===== src/hdl/swaf_mul.sv =====
`timescale 1ns / 1ps
module swaf_mul #(
	parameter int PW = 110,
	parameter int BW = 50
) (
	input logic clk,
	input logic arst_n,
	input logic start,
	input logic [PW-1:0] a,
	input logic [BW-1:0] b,
	output logic busy,
	output logic [PW-1:0] prod
);

	logic [PW-1:0] a_sh_q;
	logic [BW-1:0] b_sh_q;
	logic [PW-1:0] acc_q;
	logic busy_q;

	always_ff @(posedge clk or negedge arst_n) begin
		if (!arst_n) begin
			busy_q <= 1'b0;
		end else if (start) begin
			busy_q <= 1'b1;
		end else if (busy_q && b_sh_q == '0) begin
			busy_q <= 1'b0;
		end
	end

	always_ff @(posedge clk) begin
		if (start) begin
			acc_q <= '0;
			a_sh_q <= a;
			b_sh_q <= b;
		end else if (busy_q && b_sh_q != '0) begin
			if (b_sh_q[0]) begin
				acc_q <= acc_q + a_sh_q;
			end
			a_sh_q <= a_sh_q << 1;
			b_sh_q <= b_sh_q >> 1;
		end
	end

	assign busy = busy_q;
	assign prod = acc_q;

endmodule

===== config.mk =====
export PLATFORM = sky130hd
export DESIGN_NAME = swaf_mul
export DESIGN_NICKNAME = d
export VERILOG_FILES = /design/src/hdl/swaf_mul.sv
export SDC_FILE = /design/constraint.sdc
export NUM_CORES = 1
export LEC_CHECK = 0
export BUFFER_PORTS_ARGS = -buffer_cell sky130_fd_sc_hd__buf_2
export CELL_PAD_IN_SITES_DETAIL_PLACEMENT = 1
export CELL_PAD_IN_SITES_GLOBAL_PLACEMENT = 1
export CORE_ASPECT_RATIO = 1.75
export CORE_MARGIN = 2
export CORE_UTILIZATION = 44
export CTS_CLUSTER_SIZE = 12
export DETAILED_ROUTE_END_ITERATION = 8
export PLACE_DENSITY = 0.83
export SYNTH_ARGS = -nofsm -noshare
export SYNTH_HDL_FRONTEND = slang
export SYNTH_SLANG_ARGS = --single-unit

===== constraint.sdc =====
create_clock -name clk -period 7.3 [get_ports clk]
set_input_delay 1.095 -clock clk [delete_from_list [all_inputs] [get_ports clk]]
set_output_delay 1.095 -clock clk [all_outputs]
set_load 0.05 [all_outputs]

## After elaboration in Yosys (flattened, before gate mapping)

Index checks and enable logic that the tools add are counted.

- Word-level logic and storage cells: 18
- Register bits after elaboration: 271
- Memory bits (read-only): 0
- RAM bits: 0
- Memories kept: 0
- Output and inout port bits: 111
- Bits in latches: 0

- Bitwise gates (word level): 0
- Shift operators: 0
- $mul: 0
- $lt $le $gt $ge: 0
- Muxes and demuxes: 6
- Equality and inequality tests: 0
- Add/subtract/negate cells: 1
- Reductions and logical operators: 7
- Div/mod/pow operators: 0

Operators with widths:

| kind | count |
|---|---|
| $mux 110 | 2 |
| $add 110x110->110 | 1 |
| $mux 50 | 2 |
| $logic_not 50->1 | 1 |
| $reduce_bool 50->1 | 1 |
| $reduce_bool 2->1 | 2 |
| $logic_and 1x1->1 | 2 |
| $mux 1 | 2 |
| $reduce_and 2->1 | 1 |

## Depth between registers and ports, before layout

- Depth after elaboration: 4
- Mapped depth: 14

## Worst setup path before layout

No wires, ideal clock.

- Path type: in2reg
- Start: input port start
- End: register a_sh_q[0], enable pin
- Slack: 1.649 ns
- Data arrival time: 4.335 ns
- Library setup time: 1.316 ns
- Data required time: 5.984 ns
- Cell stages on the path: 4
- Cell sequence: clkbuf_1 -> inv_1 -> clkbuf_1 -> nand2_1

- Cells in the longest elaborated chain, start to end: 1

Ends and longest elaborated chain:

| element | line | text |
|---|---|---|
| start, declared | 8 | `input logic start,` |
| $reduce_bool 2->1 (no line) | - |  |
| end signal, assigned | 39 | `a_sh_q <= a_sh_q << 1;` |
| end, declared | 15 | `logic [PW-1:0] a_sh_q;` |

Every way passes these cells.
A chain may end at the register's enable or synchronous reset.

## Final worst setup path

- Start: register a_sh_q[69]
- End: register acc_q[101], in the netlist prod[101]

- Cells in the longest elaborated chain, start to end: 1

Ends and longest elaborated chain:

| element | line | text |
|---|---|---|
| $add 110x110->110 | 37 | `acc_q <= acc_q + a_sh_q;` |
| end signal, assigned | 37 |  |
| end, declared | 17 | `logic [PW-1:0] acc_q;` |

Every way passes these cells.

==> results.yml <==
logic_synthesis:
  synth_compound_area_share_pct: 19.2
  yosysWarnings: 0
  syn_nets: 2230
  seq_area_frac_synth_pct: 39.2
  synth_edf_count: 160
  asyncSetResetFlopFracSynth_pct: 0.369
  muxShareOfSynthArea_pct: 9.99
  synth-adder-area-share_pct: 7.71
  synth.ff_latch_count: 271
  ys_types: 84
  synth_xor_area_share_pct: 4.39
  yosysTopAreaCell: "edfxtp_1"
  ys.flop_type: "edfxtp_1"
  syn_inst: 1957
  avgSynthCellArea_sq_um: 9.17
  synthSimpleGateAreaFrac_pct: 15.4
  synth_top_area_share_pct: 26.8
  synthTopCellsByArea: "edfxtp_1, dfxtp_1, mux2_2"
  synth_top_family_by_area: "compound AO/OA/AOI/OAI gates"
  syn_area_sq_um: 18000
clock_tree:
  cts.path.max_buffers: 3
  clkTransAtPathRegs_ns: 0.07
  cts_hold_buffers: 0
  cts_setup_buffers: 0
  cts_resized: 0
  tritoncts: "built"
  cts_sinks: 271
  clock_latency_ns: 0.61
  root_buffer: "clkbuf_16"
  cts_buffers: 29
  cts_max_level: 1
place:
  place_area_sq_um: 19500
  dpl.hpwl_microns: 47500
  port_buffers: 273
  gp_congestion: 0.950
  pre_cts_slack_ns: 2.99
routing:
  drtPass1Iterations: 7
  routed_wl_microns: 61800
  via_count: 16133
  wl_met3_microns: 2840
  wl_met1_microns: 21300
  first_iter_violations: 685
  drc_errors: 0
  ant_nets: 0
  top_layer_used: "met5"
  wire_per_inst_microns: 22.8
  via_per_inst: 5.96
  route.met2.wl_microns: 33900
job:
  cap_violations: 0
sta:
  max_slew_margin_pct: 25.5
  slew_violations: 0
  period_share_pct: 61.7
  setup_viol: 0
  fin_worst_skew_ns: 0.0348
  max_freq_mhz: 222
  worst_slack_ns: 2.80
  rsz0062_at_grt: "false"
  tightest_slew_ns: 1.12
  hold_violations: 0
  period_needed_ns: 4.50
  tns_ns: 0
layout:
  stdcell_area_sq_um: 20500
  final_cell_mix: "nand2_1, buf_2, a21oi_1"
  final_net_count: 2410
  syn2layout_area_growth_pct: 14.1
  drive_above_1_share_pct: 23.6
  final_common_cell: "nand2_1"
worst_setup_path:
  critical_path_class: "register to register"
  cp-end-kind: "register"
  critPathMaxStageDelay_ns: 0.77
  cp_max_fo: 9
  r2r_setup_slack_ns: 2.80
  start_kind: "register"
  path_buf_inv: 0
  rr_endpoint: "prod[101]$_SDFFE_PP0P_"
  crit_family: "simple AND/OR/NAND/NOR gates"
  r2r_start: "a_sh_q[69]$_DFFE_PP_"
  slowest_stage: "nor3_1"
  cp.required_ns: 7.83
  path_cells: "ha_1, nand4_1, nor3_1, nand4_1, o22ai_1, nand3_1, o211ai_2, a21oi_2, o21ai_2, or3b_1, mux2_4, o22ai_2"
  crit_path_frequent_cell: "nand4_1"
  reg2reg_depth: 12
  arrival_ns: 5.04
pwr:
  power_density_nw_per_um2: 331
  comb_power_share_pct: 46.4
  p_sw_share_pct: 44.1
  peakVddDrop_v: 0.000229
  p_sw_uw: 3000
  p_leak_uw: 0.00851
  p_int_uw: 3790
  seqPwrFrac_pct: 30.7
  clockPowerShare_pct: 22.9
run_status:
  status: "finished, final reports clean"
die:
  chipHeight_microns: 271
  ios: 274
  start_util_pct: 44.7
  die_area_sq_um: 42500
  core_sq_um: 40200
  rows: 97
  die_x_microns: 157
global_route:
  grt_remaining_overflow: 0
  grt_start_max_net_pins: 74
  grt_antenna_before_repair: 8
  grt_pass1_wl_microns: 95900
  grt_pass1_vias: 17595
  grt_usage_pct: 28.7
worst_hold_path:
  hp-class: "input pin to async pin"
[power groups by stage]
stage	clock network (uW)	registers [uW]	logic (uW)
floorplan	0	2540	1830
global placement	0	2100	3050
CTS	1580	2090	3130
finish	1550	2080	3150
detailed placement	0	2110	3100
global route	1630	2110	3400
[area by class of cell]
| cell class | instances | area, sq um |
|---|---|---|
| fillers | 4740 | 19700 |
| multi-input cells | 1514 | 10200 |
| flip-flops and latches | 271 | 7030 |
| repair buffers | 284 | 1460 |
| clock buffers | 46 | 840 |
| well taps | 544 | 681 |
| inverters | 37 | 139 |
| clock inverters | 8 | 131 |
| diodes | 4 | 10.0 |
[sequential cells by signal, indices dropped and copies added (netlist names)]
name,flops
a_sh_q,110
busy,1
prod,110
b_sh_q,50
[per-stage QoR]
stage,utilization [%],total power (uW),hold slack [ns],instances
floorplan,-,4370,0.552,1957
global placement,48.5,5150,0.454,2650
detailed placement,48.5,5220,0.472,2650
CTS,51.0,6800,0.236,2704
global route,51.0,7150,0.235,2708
finish,51.0,6790,0.248,2708
[routing by layer]
layer  up-vias  GRT usage, %
met5         -             0
li1       7586             -
met3       191          4.01
met1      7891          28.5
met4         8          16.1
met2       457          55.5
[worst register-to-register path, stage by stage (launching register included)]
cell	delay (ns)
edfxtp_1	0.40
ha_1	0.51
nand4_1	0.21
nor3_1	0.77
nand4_1	0.27
o22ai_1	0.29
nand3_1	0.14
o211ai_2	0.46
a21oi_2	0.22
o21ai_2	0.28
or3b_1	0.41
mux2_4	0.33
o22ai_2	0.14
[cell usage after synthesis (all sizes together) (5+ instances only)]
master and count:
nand2 275, a21oi 244, edfxtp 160, mux2 159, o21ai 114, dfxtp 110
ha 109, clkbuf 105, nor2 96, nand4 70, xnor2 56, a21o 45
nand3 42, inv 37, xor2 34, o21bai 33, buf 29, nor3 28
nor4 25, a211oi 17, a31oi 17, o21a 14, o31ai 11, a21boi 9
and3 9, nor2b 9, nand2b 7, o211ai 7, or3 7, a41oi 6
and2 5, and4 5, nor4b 5, o22ai 5, or4 5
[cells by family (layout without fill, tap and decap cells)]
family	Yosys count	in the layout
DFF	271	271
buffers and inverters	172	375
and+or+nand+nor	594	594
other	0	4
xor gates and xnor gates	90	90
AOI/OAI and AO/OA	561	561
adders and majority gates	110	110
muxes	159	159
[how the worst max path moves through the flow]
stage	from	to	slack, ns	depth (start not counted)
3_5_place_dp	a_sh_q[69]$_DFFE_PP_	prod[101]$_SDFFE_PP0P_	2.99	12
6_report	a_sh_q[69]$_DFFE_PP_	prod[101]$_SDFFE_PP0P_	2.80	12
2_1_floorplan	start	a_sh_q[0]$_SDFFCE_PN0P_	1.65	4
5_1_grt	a_sh_q[69]$_DFFE_PP_	prod[101]$_SDFFE_PP0P_	2.72	12
3_3_place_gp	a_sh_q[69]$_DFFE_PP_	prod[101]$_SDFFE_PP0P_	3.02	12
4_1_cts	a_sh_q[69]$_DFFE_PP_	prod[101]$_SDFFE_PP0P_	2.95	12
Note: power is estimated with default switching activity, not from simulation.
