### config.mk
export PLATFORM = sky130hd
export DESIGN_NAME = swaf_cell
export DESIGN_NICKNAME = d
export VERILOG_FILES = /design/src/hdl/swaf_pkg.sv /design/src/hdl/swaf_cell.sv
export SDC_FILE = /design/constraint.sdc
export NUM_CORES = 1
export LEC_CHECK = 0
export ABC_AREA = 1
export BUFFER_PORTS_ARGS = -buffer_cell sky130_fd_sc_hd__buf_4
export CELL_PAD_IN_SITES_DETAIL_PLACEMENT = 2
export CELL_PAD_IN_SITES_GLOBAL_PLACEMENT = 2
export CORE_MARGIN = 2
export CORE_UTILIZATION = 23
export CTS_CLUSTER_SIZE = 25
export DETAILED_ROUTE_END_ITERATION = 10
export GPL_ROUTABILITY_DRIVEN = 1
export GPL_TIMING_DRIVEN = 0
export PLACE_DENSITY = 0.77
export SYNTH_ARGS = -nofsm -noshare
export SYNTH_HDL_FRONTEND = slang
export SYNTH_SLANG_ARGS = --single-unit
### constraint.sdc
create_clock -name clk -period 2.05 [get_ports clk]
set_clock_uncertainty 0.05 [all_clocks]
set_input_delay 0.615 -clock clk [delete_from_list [all_inputs] [get_ports clk]]
set_output_delay 0.615 -clock clk [all_outputs]
set_load 0.1 [all_outputs]
### src/hdl/swaf_pkg.sv
`timescale 1ns / 1ps
package swaf_pkg;

	localparam int SampleW = 24;
	localparam int CfgIdxW = 2;
	localparam int CfgDataW = 24;

	localparam logic [CfgIdxW-1:0] CFG_WINDOW_LENGTH = 2'd0;
	localparam logic [CfgIdxW-1:0] CFG_THRESHOLD = 2'd1;
	localparam logic [CfgIdxW-1:0] CFG_BIG_MOVE_LIMIT = 2'd2;
	localparam logic [CfgIdxW-1:0] CFG_MIN_RANGE = 2'd3;

	localparam logic [6:0] WL_RESET = 7'd20;
	localparam logic [23:0] THR_RESET = 24'd131072;
	localparam logic [22:0] BML_RESET = 23'd6554;
	localparam logic [23:0] MINR_RESET = 24'd66;
	localparam logic [24:0] THR_ONE = 25'd65536;

	typedef enum logic [1:0] {
		CAUSE_NONE = 2'd0,
		CAUSE_RANGE = 2'd1,
		CAUSE_ZSCORE = 2'd2,
		CAUSE_BIG = 2'd3
	} cause_t;

	typedef enum logic [1:0] {
		ST_IDLE,
		ST_WAVE,
		ST_MUL,
		ST_FIN
	} state_t;

	typedef enum logic [3:0] {
		OP_OLD,
		OP_XX,
		OP_RANGE,
		OP_NSQ,
		OP_S2,
		OP_NX,
		OP_D2,
		OP_T2,
		OP_RHS
	} op_t;

	typedef struct packed {
		logic has;
		logic signed [SampleW-1:0] mx;
		logic signed [SampleW-1:0] mn;
		logic signed [SampleW-1:0] oldv;
	} wave_t;

endpackage

### src/hdl/swaf_cell.sv
`timescale 1ns / 1ps
module swaf_cell
	import swaf_pkg::*;
#(
	parameter int NW = 7,
	parameter int IDX = 0
) (
	input logic clk,
	input logic shift_en,
	input logic signed [SampleW-1:0] din,
	output logic signed [SampleW-1:0] dout,
	input logic [NW-1:0] n,
	input logic [NW-1:0] old_idx,
	input wave_t wave_in,
	output wave_t wave_out
);

	localparam logic [NW-1:0] MyIdx = NW'(IDX);

	logic signed [SampleW-1:0] sample_q;
	wave_t wave_q;
	wave_t wave_d;

	always_comb begin
		wave_d = wave_in;
		if (MyIdx < n) begin
			if (!wave_in.has || sample_q > wave_in.mx) begin
				wave_d.mx = sample_q;
			end
			if (!wave_in.has || sample_q < wave_in.mn) begin
				wave_d.mn = sample_q;
			end
			wave_d.has = 1'b1;
		end
		if (MyIdx == old_idx) begin
			wave_d.oldv = sample_q;
		end
	end

	always_ff @(posedge clk) begin
		if (shift_en) begin
			sample_q <= din;
		end
		wave_q <= wave_d;
	end

	assign dout = sample_q;
	assign wave_out = wave_q;

endmodule

==> Yosys cells after proc, flatten, opt, wreduce, memory -nomap -nowiden <==
Cells that the tools add are included.
{ "word_totals": {"word_cells": 16, "output_inout_bits": 97, "reg_bits": 97} }
{ "classes": {"muxes": 4, "magnitude_cmp": 3, "n_reduce_logical": 4} }
{ "ops": {"columns": ["cell", "n"], "rows": [
  ["$mux 24", 3],
  ["$mux 48", 1],
  ["$gt 24x24->1", 1],
  ["$lt 24x24->1", 1],
  ["$logic_not 7->1", 1],
  ["$lt 1x7->1 const A", 1],
  ["$logic_or 1x1->1", 2],
  ["$logic_not 1->1", 1]
]} }

==> Longest topological paths before layout <==
{ "logic_depth": {"word_depth": 4, "mapped_depth": 19} }

==> Worst setup path after synthesis <==
OpenSTA, ideal clock, no wires.
{ "synth_path": {"path_kind": "reg2reg", "start": "reg sample_q[23] (netlist: dout[23])", "end": "reg wave_q (netlist bit wave_out[61])", "setup_ns": 0.117, "stages_incl_launch_ff": 16, "t_arrival_ns": 2.384, "n_path_buf": 1, "period_less_slack_ns": 2.551, "path_slack_ns": -0.501, "t_required_ns": 1.883, "path_cell_list": "edfxtp_1 > ha_1 > nand4_1 > inv_1 > nand2_1 > nor2_2 > nand2_1 > nand3_1 > nand2_1 > nand2_1 > nand2_1 > nand2_4 > nand2_4 > buf_4 > nand2_1 > nand2_1"} }
{ "synth_lines": {"columns": ["element", "line_no", "source"], "rows": [
  ["from (decl)", "swaf_cell.sv:20", "logic signed [SampleW-1:0] sample_q;"],
  ["from (signal assigned)", "swaf_cell.sv:42", "sample_q <= din;"],
  ["to (signal assigned)", "swaf_cell.sv:44", "wave_q <= wave_d;"],
  ["to (decl)", "swaf_cell.sv:21", "wave_t wave_q;"]
]} }

==> results_dict.tcl <==
set metrics [dict create \
    wirelength_um 19600 \
    violations "setup timing" \
    path_common_cell "buf_6" \
    clkLatencyLatePin_ns 0.36 \
    p_sw_share_pct 44.5 \
    setup_viol 48 \
    drtIter0Drc 78 \
    fill_cells 2232 \
    final_cell_mix "250 x buf_4, 122 x nand2_1, 82 x inv_1, 73 x dfxtp_1, 41 x nand2_2" \
    stdcell_count 1100 \
    p_switching_w 0.00332 \
    grt_pass1_vias 5408 \
    required_ns 2.24 \
    slew_headroom_pct 56.9 \
    worst-endpoint-arrival_ns 2.55 \
    drive_gt1_share_pct 47.8 \
    yosysSeqAreaShare_pct 47.6 \
    crit_path_end_kind "flip-flop" \
    crit_fanout 10 \
    placed_cells 1028 \
    nNetsFinal 990 \
    crit_buf_inv 3 \
    slew_viol_final 0 \
    core_area_mm2 0.0195 \
    max_clock_freq_mhz 424 \
    internal_power_w 0.00413 \
    avgViaCountPerCell 4.36 \
    layout_commonest_cell "buf_4" \
    port-buffer-count 209 \
    worstPathCellList "buf_6 > ha_4 > nand2_4 > nor2_4 > nand4_1 > nor2_1 > nand2_2 > nand3_2 > nand3_4 > buf_4 > buf_6 > nand3_1 > nand2_1" \
    grt-ovfl-total 0 \
    grtUsageTotal_pct 18.5 \
    die-height_um 145 \
    rows 51 \
    syn_nets 714 \
    critPathKind "reg -> reg" \
    synthAdderAreaFrac_pct 12.8 \
    grt_first_pass_wirelength_um 30200 \
    period_needed_ns 2.36 \
    muxShareOfSynthArea_pct 0 \
    antenna_left 0 \
    cts_tree "done" \
    drcViolationCount 0 \
    synth_compound_area_share_pct 6.06 \
    synth_area_per_cell_um2 8.27 \
    n_antenna_cell 0 \
    synth_top_family_by_area "simple AND/OR/NAND/NOR gates" \
    clock_sinks 97 \
    initial_core_util_pct 23.5 \
    rsz0062_at_grt "yes" \
    finalHoldViolCount 0 \
    startpoint_type "flip-flop" \
    vias 4797 \
    p_per_area_mw_per_mm2 941 \
    ir_drop_uv 381 \
    seqPwrFrac_pct 30.9 \
    hold_class "in -> reg" \
    tightest_slew_ns 0.647 \
    status "complete, but fails checks" \
    p_leak_nw 4.09 \
    hold_slack_ns 0.380 \
    crit_family "simple AND/OR/NAND/NOR gates" \
    grt_max_degree 25 \
    htree_levels 3 \
    routedWlPerCell_um 17.8 \
    worst_slack_ns -0.311 \
    clk_pin_slew_worst_paths_ns 0.07 \
    yosys_warnings 0 \
    finalCritPeriodShare_pct 115 \
    antenna_found_initial 0 \
    maxCapViolations 0 \
    yosys.area_share.simple_pct 23.7 \
    slowest_stage "edfxtp_1" \
    gp_congestion 0.736 \
    ys_ff_latch 97 \
    critPathMaxStageDelay_ns 0.49 \
    area_growth_pct 72.8 \
    cts_max_path_buffers 2 \
    synth_xor_area_share_pct 0 \
    synthesis.area_mm2 0.00458 \
    dp_hpwl_um 13700 \
    postSynthCellCount 554 \
    root_buffer "clkbuf_16" \
    p_clk_share_pct 24.3 \
    p_comb_share_pct 44.7 \
    ios 210 \
    die_area_mm2 0.0211 \
    cts-buffers-inserted 9 \
    yosysUniqueCellTypes 28 \
    die_x_um 145 \
    first_pass_iters 4 \
]
==> cells in the mapped netlist <==
library cell / number / area share, %
a21boi_1: 1 / 0.16
a21o_1: 2 / 0.33
a21oi_1: 20 / 2.2
buf_1: 1 / 0.082
buf_2: 3 / 0.33
buf_4: 6 / 0.98
buf_6: 5 / 1.2
clkbuf_1: 3 / 0.25
dfxtp_1: 73 / 32
edfxtp_1: 24 / 16
ha_1: 47 / 13
inv_1: 83 / 6.8
inv_2: 2 / 0.16
nand2_1: 175 / 14
nand2_2: 1 / 0.14
nand2_4: 2 / 0.49
nand3_1: 51 / 5.6
nand3_2: 1 / 0.22
nand4_1: 4 / 0.55
nor2_1: 15 / 1.2
nor2_2: 1 / 0.14
nor4_2: 2 / 0.55
o21a_1: 3 / 0.49
o21ai_0: 23 / 2.5
o21ai_1: 2 / 0.22
o21bai_1: 1 / 0.16
or2_1: 1 / 0.14
or4_1: 2 / 0.33
==> sequential cells by signal, indices dropped and copies added, names as in the netlist <==
register  count
dout         24
wave_out     73
==> area by class of cell <==
class / count / area [um2] / share of cell area (%)
sequential: 97 / 2180 / 27.5
multi-input combinational: 354 / 2460 / 31.0
clock buffer: 11 / 243 / 3.06
tap: 265 / 332 / 4.19
buffer: 18 / 193 / 2.43
clock inverter: 5 / 62.6 / 0.790
timing repair buffer: 265 / 2130 / 26.9
inverter: 85 / 319 / 4.03
==> power by group through the flow <==
stage	Clock, W	Sequential, W	Combinational (W)
5_1_grt	0.00193	0.00233	0.00351
3_3_place_gp	0	0.00236	0.00283
2_1_floorplan	0	0.00396	0.000494
4_1_cts	0.00187	0.00231	0.00322
3_5_place_dp	0	0.00237	0.00288
6_report	0.00181	0.00231	0.00334
==> final timing paths <==
check        startpoint           end  slack [ns]  cells after the start
max            dout[15]  wave_out[29]       -0.31                     13
min             din[17]      dout[17]        0.38                      1
max reg2reg    dout[15]  wave_out[29]       -0.31                     13
min reg2reg     dout[0]  wave_out[48]        0.56                      2
==> metal layers <==
metal	track usage, %	wire length, um	vias to the layer above
met5	0	0	-
met4	4.26	180	0
met3	4.43	1080	11
met2	33.6	10200	124
met1	22.0	8120	2337
li1	-	-	2325
==> worst register-to-register path, stage by stage, from the launching register on <==
cell	delay, ns
edfxtp_1	0.49
buf_6	0.18
ha_4	0.27
nand2_4	0.05
nor2_4	0.11
nand4_1	0.15
nor2_1	0.16
nand2_2	0.10
nand3_2	0.11
nand3_4	0.13
buf_4	0.16
buf_6	0.14
nand3_1	0.08
nand2_1	0.07
==> per-stage QoR <==
stage,setup WS (ns),power [W],setup TNS [ns],util (%),cell area [um2]
after floorplan,-0.456,0.00445,-20.73,-,4640
after global placement,-0.634,0.00519,-36.89,33.5,6540
after detailed placement,-0.653,0.00525,-39.43,33.5,6540
after CTS,-0.249,0.00740,-9.61,38.9,7600
after global routing,-0.420,0.00777,-18.14,40.6,7920
final,-0.311,0.00745,-12.35,40.6,7920
==> cell families (layout without fill, tap and decap cells) <==
family,count (synthesis),after routing
buffers and inverters,103,384
AOI/OAI and AO/OA,52,52
adders and majority gates,47,47
and+or+nand+nor,255,255
DFF,97,97
==> timing repair <==
action,in CTS,in global routing
setup buffers,41,10
setup endpoints to repair,68,70
resized for setup,85,55
pin swaps,20,14
hold buffers,0,0
cloned,4,1
(Power assumes the default switching activity.)
